## src/hdl/b2da_pkg.sv

```systemverilog
// Shared types and constants for the binary to decimal ASCII converter.
package b2da_pkg;

	localparam int VALUE_W    = 32;
	localparam int NUM_DIGITS = 10;
	localparam int DIGIT_W    = 4;
	localparam int IDX_W      = 4;
	localparam int CNT_W      = 4;
	localparam int CHAR_W     = 6;
	localparam int TDATA_W    = 16;

	localparam logic [IDX_W-1:0]  LAST_IDX   = IDX_W'(NUM_DIGITS - 1);
	localparam logic [CHAR_W-1:0] ASCII_ZERO = 6'd48;

	// Data handed from cell to cell: running remainder, digits found so far
	// (indexed by decimal place, most significant first) and significant digit count.
	typedef struct packed {
		logic [VALUE_W-1:0]                   rem;
		logic [NUM_DIGITS-1:0][DIGIT_W-1:0]   digits;
		logic [CNT_W-1:0]                     count;
	} stage_t;

	// Place value for each cell, 10^9 down to 10^0.
	function automatic logic [VALUE_W-1:0] place_value(input logic [IDX_W-1:0] idx);
		logic [VALUE_W-1:0] v;
		case (idx)
			4'd0:    v = 32'd1000000000;
			4'd1:    v = 32'd100000000;
			4'd2:    v = 32'd10000000;
			4'd3:    v = 32'd1000000;
			4'd4:    v = 32'd100000;
			4'd5:    v = 32'd10000;
			4'd6:    v = 32'd1000;
			4'd7:    v = 32'd100;
			4'd8:    v = 32'd10;
			default: v = 32'd1;
		endcase
		return v;
	endfunction

endpackage

```

## src/hdl/b2da_serializer.sv

```systemverilog
// Output stage: sends the significant digits of one conversion as ASCII, one per transaction.
module b2da_serializer
	import b2da_pkg::*;
(
	input  logic               clk,
	input  logic               arst_n,
	input  logic               in_valid,
	output logic               in_ready,
	input  stage_t             in_data,
	output logic               m_tvalid,
	input  logic               m_tready,
	output logic [TDATA_W-1:0] m_tdata,
	output logic               m_tlast
);

	logic                               busy_q;
	logic [NUM_DIGITS-1:0][DIGIT_W-1:0] digits_q;
	logic [CNT_W-1:0]                   cnt_q;
	logic [IDX_W-1:0]                   idx_q;
	logic [CNT_W-1:0]                   cnt_fix;
	logic                               at_last;
	logic                               load;
	logic [CHAR_W-1:0]                  char_code;

	assign at_last  = idx_q == LAST_IDX;
	assign in_ready = !busy_q || (m_tready && at_last);
	assign load     = in_valid && in_ready;
	// zero input has no significant digit; emit the units digit alone
	assign cnt_fix  = (in_data.count == '0) ? CNT_W'(1) : in_data.count;

	always_ff @(posedge clk or negedge arst_n) begin
		if (!arst_n) begin
			busy_q <= 1'b0;
		end else if (load) begin
			busy_q <= 1'b1;
		end else if (m_tready && at_last) begin
			busy_q <= 1'b0;
		end
	end

	always_ff @(posedge clk) begin
		if (load) begin
			digits_q <= in_data.digits;
			cnt_q    <= cnt_fix;
			idx_q    <= IDX_W'(NUM_DIGITS) - IDX_W'(cnt_fix);
		end else if (busy_q && m_tready && !at_last) begin
			idx_q <= idx_q + 1'b1;
		end
	end

	assign char_code = ASCII_ZERO + CHAR_W'(digits_q[idx_q]);
	assign m_tvalid  = busy_q;
	assign m_tlast   = at_last;
	assign m_tdata   = {(TDATA_W-CHAR_W-CNT_W)'(0), cnt_q, char_code};

endmodule

```

## config.mk

```make
export PLATFORM = sky130hd
export DESIGN_NAME = b2da_serializer
export DESIGN_NICKNAME = d
export VERILOG_FILES = /design/src/hdl/b2da_pkg.sv /design/src/hdl/b2da_serializer.sv
export SDC_FILE = /design/constraint.sdc
export NUM_CORES = 1
export LEC_CHECK = 0
export ABC_CLOCK_PERIOD_IN_PS = 7500
export BUFFER_PORTS_ARGS = -buffer_cell sky130_fd_sc_hd__buf_4
export CORE_ASPECT_RATIO = 0.5
export CORE_UTILIZATION = 49
export CTS_CLUSTER_SIZE = 10
export DETAILED_ROUTE_END_ITERATION = 12
export GPL_ROUTABILITY_DRIVEN = 0
export GPL_TIMING_DRIVEN = 0
export PLACE_DENSITY = 0.84
export SYNTH_ARGS = -nofsm -noshare
export SYNTH_HDL_FRONTEND = slang
export SYNTH_SLANG_ARGS = --single-unit
```

## constraint.sdc

```tcl
create_clock -name clk -period 7.5 [get_ports clk]
set_clock_uncertainty 0.05 [all_clocks]
set_input_delay 0.375 -clock clk [delete_from_list [all_inputs] [get_ports clk]]
set_output_delay 0.375 -clock clk [all_outputs]
set_load 0.01 [all_outputs]
```

==> results of run 1 <==
[cells in the mapped netlist]
master,count
o22ai_1,8
a21boi_2,1
nor3_1,1
xor2_1,1
mux2i_1,12
inv_1,3
dfrtp_1,1
xnor2_1,3
edfxtp_1,48
ha_1,3
nand3b_1,2
conb_1,2
nand3_1,1
nand2_1,1
nand2b_1,2
clkbuf_1,4
nand4b_1,1
buf_4,9
a21oi_1,1
buf_6,2
mux2_2,4
mux4_2,4
a31o_2,5
nor2_1,1
buf_2,1
[worst max-delay path by stage]
stage              endpoint  slack [ps]  depth (start not counted)
2_1_floorplan      idx_q[0]        4430                          6
3_3_place_gp       idx_q[1]        3850                          6
3_5_place_dp       idx_q[0]        4900                          6
4_1_cts            idx_q[0]        4880                          6
5_1_grt            idx_q[0]        4760                          6
6_report       digits_q[17]        4900                          6
[through the flow]
step | power (mW) | setup slack, ps
after floorplan | 0.523 | 4430
after global placement | 0.605 | 3850
after detailed placement | 0.618 | 4900
after CTS | 0.764 | 4880
after global routing | 0.797 | 4760
final | 0.761 | 4900
[final cells by class]
| class | instances | area [µm²] | area share |
|---|---|---|---|
| sequential | 49 | 1470 | 0.536 |
| multi-input combinational | 59 | 529 | 0.193 |
| timing repair buffer | 60 | 473 | 0.173 |
| buffer | 16 | 110 | 0.0402 |
| clock buffer | 5 | 68.8 | 0.0251 |
| tap | 54 | 67.6 | 0.0247 |
| clock inverter | 2 | 11.3 | 0.00411 |
| inverter | 3 | 11.3 | 0.00411 |
[routing by layer]
| layer | share of wire | vias up | global-route usage | routed length (µm) |
|---|---|---|---|---|
| li1 | - | 596 | - | - |
| met1 | 0.45 | 571 | 0.216 | 1670 |
| met2 | 0.49 | 53 | 0.272 | 1810 |
| met3 | 0.054 | 2 | 0.0545 | 201 |
| met4 | 0.0062 | 0 | 0.0585 | 23 |
| met5 | 0 | - | 0 | 0 |
[where the power goes]
| group | total (mW) | switching, mW | internal (mW) |
|---|---|---|---|
| registers | 0.352 | 0.0133 | 0.339 |
| logic | 0.260 | 0.126 | 0.134 |
| clock network | 0.148 | 0.0855 | 0.0628 |
[worst max-delay path: stages (launching register included)]
cell      delay (ps)
edfxtp_1         430
clkbuf_1         300
inv_1            160
ha_1             180
nand4b_1         190
a21boi_4         720
buf_16           260
[flip-flops by register name, summed over array words and instances, names as in the netlist]
name,flops
idx_q,4
digits_q,40
cnt_q,4
m_tvalid,1
[logic make-up (layout without fill, tap and decap cells)]
kind of cell | after synthesis | after routing | synth area share
DFF | 49 | 49 | 0.703
buffers and inverters | 19 | 86 | 0.0581
adders and majority gates | 3 | 3 | 0.0180
AOI/OAI and AO/OA | 15 | 15 | 0.0528
other | 2 | 8 | 0.00360
xor gates and xnor gates | 4 | 4 | 0.0168
and+or+nand+nor | 9 | 9 | 0.0258
muxes | 20 | 20 | 0.122
==> run_results.csv, run 1 <==
group,metric,value,unit
finish,final_util,0.687,
power,total_leakage_power,1.07,nW
sta,slew_viols_final,0,
place,placed_cells,240,
hold_path,holdPathEnd,"digits_q[38]",
critical_path,crit_fanout,28,
place,detailedPlacementHpwl,2580,µm
critical_path,critPathKind,"flop to flop",
floorplanning,core,3980,µm²
clock_tree,cts_setup_buffers,0,
detailed_routing,routed_wire_length_per_instance,14.9,µm
clock_tree,cts-htree-levels,2,
finish,layout.cells.most_common,"buf_4",
finish,syn2layout_area_growth,31.2,%
hold_path,min_path_type,"input pin to flop",
sta,maxSlewHeadroom,0.432,
hold_path,worst_hold_path.num_cells,1,
detailed_routing,drtAntennaViolNets,0,
detailed_routing,drt_iter0_drc,101,
power,ir_worst_vdd,0.114,mV
sta,timing.hold.ws,198,ps
finish,nNetsFinal,277,
floorplanning,die_area,4540,µm²
logic_synthesis,synthesis.area,2090,µm²
sta,final-hold-violation-count,0,
flow_run,cap_violations,0,
clock_tree,tritoncts,"yes",
global_route,antenna_found_initial,0,
sta,timing.setup.tns,0,ps
clock_tree,inserted_clock_buffers,5,
critical_path,worst-r2r-setup-slack,4900,ps
finish,layout.cells.non_filler,248,
global_route,grt_pass1_wl,5220,µm
critical_path,startpoint,"idx_q[1]",
sta,min_period_over_period,0.347,
sta,achievable-frequency,0.384,GHz
clock_tree,cts_sinks,49,
floorplanning,floorplan.initialDensity,0.524,
finish,postLayoutCellArea,2740,µm²
floorplanning,die-height,48.2,µm
clock_tree,clock_latency_on_the_worst_skew_pair,300,ps
sta,setup_viol_count_final,0,
critical_path,worstPathArrival,2560,ps
global_route,final_global_route_overflow_total,0,
logic_synthesis,post_synth_main_area_contributors,"edfxtp_1 (69%), mux2i_1 (5.8%), mux4_2 (4.3%)",
global_route,groute.usage.overall,0.166,
floorplanning,io-pin-count,99,
hold_path,hold_path.startpoint,"in_data[42]",
clock_tree,cts.clk_slew.worst_paths,90,ps
critical_path,critPathLaunchType,"flop",
logic_synthesis,post_synth.cell_area_avg,17.2,µm²
critical_path,worstSetupEndpointType,"flop",
run_status,status,"completed",
logic_synthesis,synth-seq-area-share,0.703,
critical_path,reg2reg_from,"idx_q[1]",
logic_synthesis,syn-instance-count,121,
global_route,via_count_of_the_first_global_routing_pass,1095,
place,i_o_buffers,58,
sta,post-route-min-period,2600,ps
logic_synthesis,synthDominantAreaCellType,"edfxtp_1",
detailed_routing,detail_route.drc_violations,0,
clock_tree,cts.path.max_buffers,2,
critical_path,crit_required,7450,ps
detailed_routing,num_vias,1222,
sta,grt_setup_unrepaired,"no",
power,power.density,278,nW/µm²
critical_path,timing.reg2reg.worst_path_depth,6,
finish,layout_common_cells,"buf_4 (67), edfxtp_1 (48), mux2i_1 (12)",
finish,antenna_cells,0,
clock_tree,cts.repair.resized,0,
clock_tree,post_cts_hold_buffer_count,1,
detailed_routing,route.final.wire_length,3700,µm
floorplanning,die_x,94.3,µm
clock_tree,ctsRootBufferMaster,"clkbuf_8",
place,placedInstanceArea,2650,µm²
critical_path,reg_to_reg_endpoint,"digits_q[17]",
logic_synthesis,ys.warnings.count,0,
finish,nFillCells,272,
logic_synthesis,ys_ff_latch,49,
sta,actual_slew_at_the_worst_max_slew_pin,850,ps
logic_synthesis,post_synth_num_cell_types,25,
floorplanning,floorplan.rows,16,
finish,drive_above_1_share,0.469,
detailed_routing,drt-pass1-iter-count,4,
detailed_routing,route.detailed.vias_per_inst,4.93,
logic_synthesis,yosysTopAreaCellShare,0.691,
global_route,grt_start_max_net_pins,29,
(Power assumes the default switching activity.)
==> run 2, diff against run 1 <==
--- a/config.mk
+++ b/config.mk
@@ -5,15 +5,15 @@
 export SDC_FILE = /design/constraint.sdc
 export NUM_CORES = 1
 export LEC_CHECK = 0
-export ABC_CLOCK_PERIOD_IN_PS = 7500
+export ABC_CLOCK_PERIOD_IN_PS = 2100
 export BUFFER_PORTS_ARGS = -buffer_cell sky130_fd_sc_hd__buf_4
 export CORE_ASPECT_RATIO = 0.5
-export CORE_UTILIZATION = 49
+export CORE_UTILIZATION = 41
 export CTS_CLUSTER_SIZE = 10
 export DETAILED_ROUTE_END_ITERATION = 12
 export GPL_ROUTABILITY_DRIVEN = 0
 export GPL_TIMING_DRIVEN = 0
-export PLACE_DENSITY = 0.84
+export PLACE_DENSITY = 0.75
 export SYNTH_ARGS = -nofsm -noshare
 export SYNTH_HDL_FRONTEND = slang
 export SYNTH_SLANG_ARGS = --single-unit
==> constraint.sdc (replaced) <==
create_clock -name clk -period 2.1 [get_ports clk]
set_clock_uncertainty 0.05 [all_clocks]
set_input_delay 0.105 -clock clk [delete_from_list [all_inputs] [get_ports clk]]
set_output_delay 0.105 -clock clk [all_outputs]
set_load 0.01 [all_outputs]
==> run 2 against run 1 <==
  * Highest routed layer unchanged
  * Power rose to 3.8 times the previous value
  * Critical endpoint is now m_tdata[3]
  * Via count rose by 15%
  * Sequential share of layout area shrank 8.6 points
  * Non-clock buffer count is 45 higher
  * Flip-flop and latch count did not move
  * Largest power group unchanged
  * Setup slack got worse by 4800 ps
  * Critical path depth decreased by 1
  * Cell area increased by 19%
  * Clock-buffer cell count up 1
==> run_results.csv, run 2 (synthesis results as in run 1) <==
group,metric,value,unit
detailed_routing,drt-pass1-iter-count,4,
floorplanning,die-height,52.5,µm
finish,final_util,0.704,
power,power.density,884,nW/µm²
critical_path,critPathMaxStageDelay,520,ps
floorplanning,core,4640,µm²
critical_path,cp_max_stage_cell,"mux4_2",
finish,drive_above_1_share,0.415,
global_route,antenna_found_initial,0,
floorplanning,die_x,103,µm
floorplanning,io-pin-count,99,
power,total_leakage_power,1.29,nW
finish,nFillCells,324,
floorplanning,floorplan.rows,17,
global_route,grt_start_max_net_pins,27,
place,placed_cells,252,
place,detailedPlacementHpwl,2580,µm
detailed_routing,route.detailed.vias_per_inst,4.57,
floorplanning,floorplan.initialDensity,0.450,
sta,slew_viols_final,0,
clock_tree,cts.path.max_buffers,2,
global_route,via_count_of_the_first_global_routing_pass,1352,
critical_path,worstPathArrival,1850,ps
finish,layout.cells.non_filler,307,
critical_path,critPathKind,"flop to output pin",
critical_path,crit_fanout,9,
sta,setup_viol_count_final,0,
clock_tree,clock_latency_on_the_worst_skew_pair,300,ps
critical_path,path_common_cell,"o22ai_1",
sta,min_period_over_period,0.954,
sta,final-hold-violation-count,0,
critical_path,crit_required,1950,ps
sta,post-route-min-period,2000,ps
finish,nNetsFinal,323,
global_route,final_global_route_overflow_total,0,
critical_path,critPathLaunchType,"flop",
run_status,status,"completed",
global_route,grt_pass1_wl,6470,µm
finish,syn2layout_area_growth,56.4,%
flow_run,cap_violations,0,
clock_tree,ctsRootBufferMaster,"clkbuf_8",
hold_path,min_path_type,"input pin to flop",
finish,largest-register,"digits_q",
clock_tree,tritoncts,"yes",
floorplanning,die_area,5400,µm²
detailed_routing,drtAntennaViolNets,0,
finish,regs_by_ff_count,"digits_q (40), cnt_q (4), idx_q (4)",
finish,layout.cells.most_common,"buf_4",
critical_path,worstSetupEndpointType,"output pin",
clock_tree,cts-htree-levels,2,
clock_tree,inserted_clock_buffers,5,
detailed_routing,route.final.wire_length,4220,µm
sta,achievable-frequency,0.499,GHz
power,ir_worst_vdd,0.443,mV
clock_tree,cts.clk_slew.worst_paths,90,ps
detailed_routing,detail_route.drc_violations,0,
detailed_routing,drt_iter0_drc,33,
clock_tree,cts_sinks,49,
critical_path,timing.critical_path.cells,"buf_6, mux4_2, o22ai_1, o22ai_1, buf_4",
finish,layout_common_cells,"buf_4 (70), edfxtp_1 (48), dlygate4sd3_1 (42)",
global_route,groute.usage.overall,0.175,
finish,largest_register_ff_count,40,
detailed_routing,routed_wire_length_per_instance,13.7,µm
place,i_o_buffers,58,
detailed_routing,num_vias,1404,
finish,antenna_cells,0,
==> run 2: worst paths after layout <==
check	slack, ps	from	cells after the start	end
setup / recovery	100	idx_q[0]	5	m_tdata[3]
hold / removal	40	in_data[3]	2	cnt_q[3]
setup reg to reg	180	idx_q[1]	7	digits_q[36]
hold reg to reg	680	m_tvalid	2	m_tvalid
max in group asynchronous	1870	arst_n	2	m_tvalid
min in group asynchronous	50	arst_n	2	m_tvalid
==> run 2: worst max-delay path: cells and delay by family, from the launching register on <==
kind	cells	cell delay, ps
AOI/OAI and AO/OA	2	280
DFF	1	400
muxes	1	520
buffers and inverters	2	340
==> run 2: cell type report <==
class / count / area, µm² / share of cell area
multi-input combinational: 60 / 569 / 0.174
clock inverter: 2 / 13.8 / 0.00422
buffer: 16 / 120 / 0.0368
tap: 66 / 82.6 / 0.0253
clock buffer: 6 / 72.6 / 0.0222
inverter: 3 / 13.8 / 0.00422
sequential: 49 / 1470 / 0.449
timing repair buffer: 105 / 926 / 0.284
==> run 2: what timing repair did <==
item,CTS,global route
endpoints found under the setup margin,52,56
hold buffers,42,0
cloned,1,0
buffers inserted,1,3
pin swaps,1,1
hold endpoints to repair,42,0
resized for setup,1,0
==> run 2: where the power goes <==
part	switching, mW	internal, mW
Clock	0.316	0.238
Sequential	0.0515	1.21
Combinational	0.478	0.593
==> run 2: per-layer routing <==
metal | share of wire | track usage | vias to the layer above
met3 | 0.056 | 0.0467 | 6
met1 | 0.43 | 0.213 | 659
li1 | - | - | 689
met5 | 0 | 0 | -
met4 | 0.017 | 0.0775 | 0
met2 | 0.50 | 0.296 | 50
==> run 2: stage by stage <==
step                      hold WS [ps]  power (mW)  setup slack [ps]  setup TNS [ps]  cell area, µm²
final                             39.5        2.89              95.8               0            3260
after global routing              31.2        3.04             -5.84           -10.1            3260
after CTS                         35.0        2.88              25.4               0            3240
after detailed placement          -168        2.25              -305          -11670            2700
after global placement            -168        2.22              -678          -29750            2670
after floorplan                   -241        1.91              -337          -12610            2150
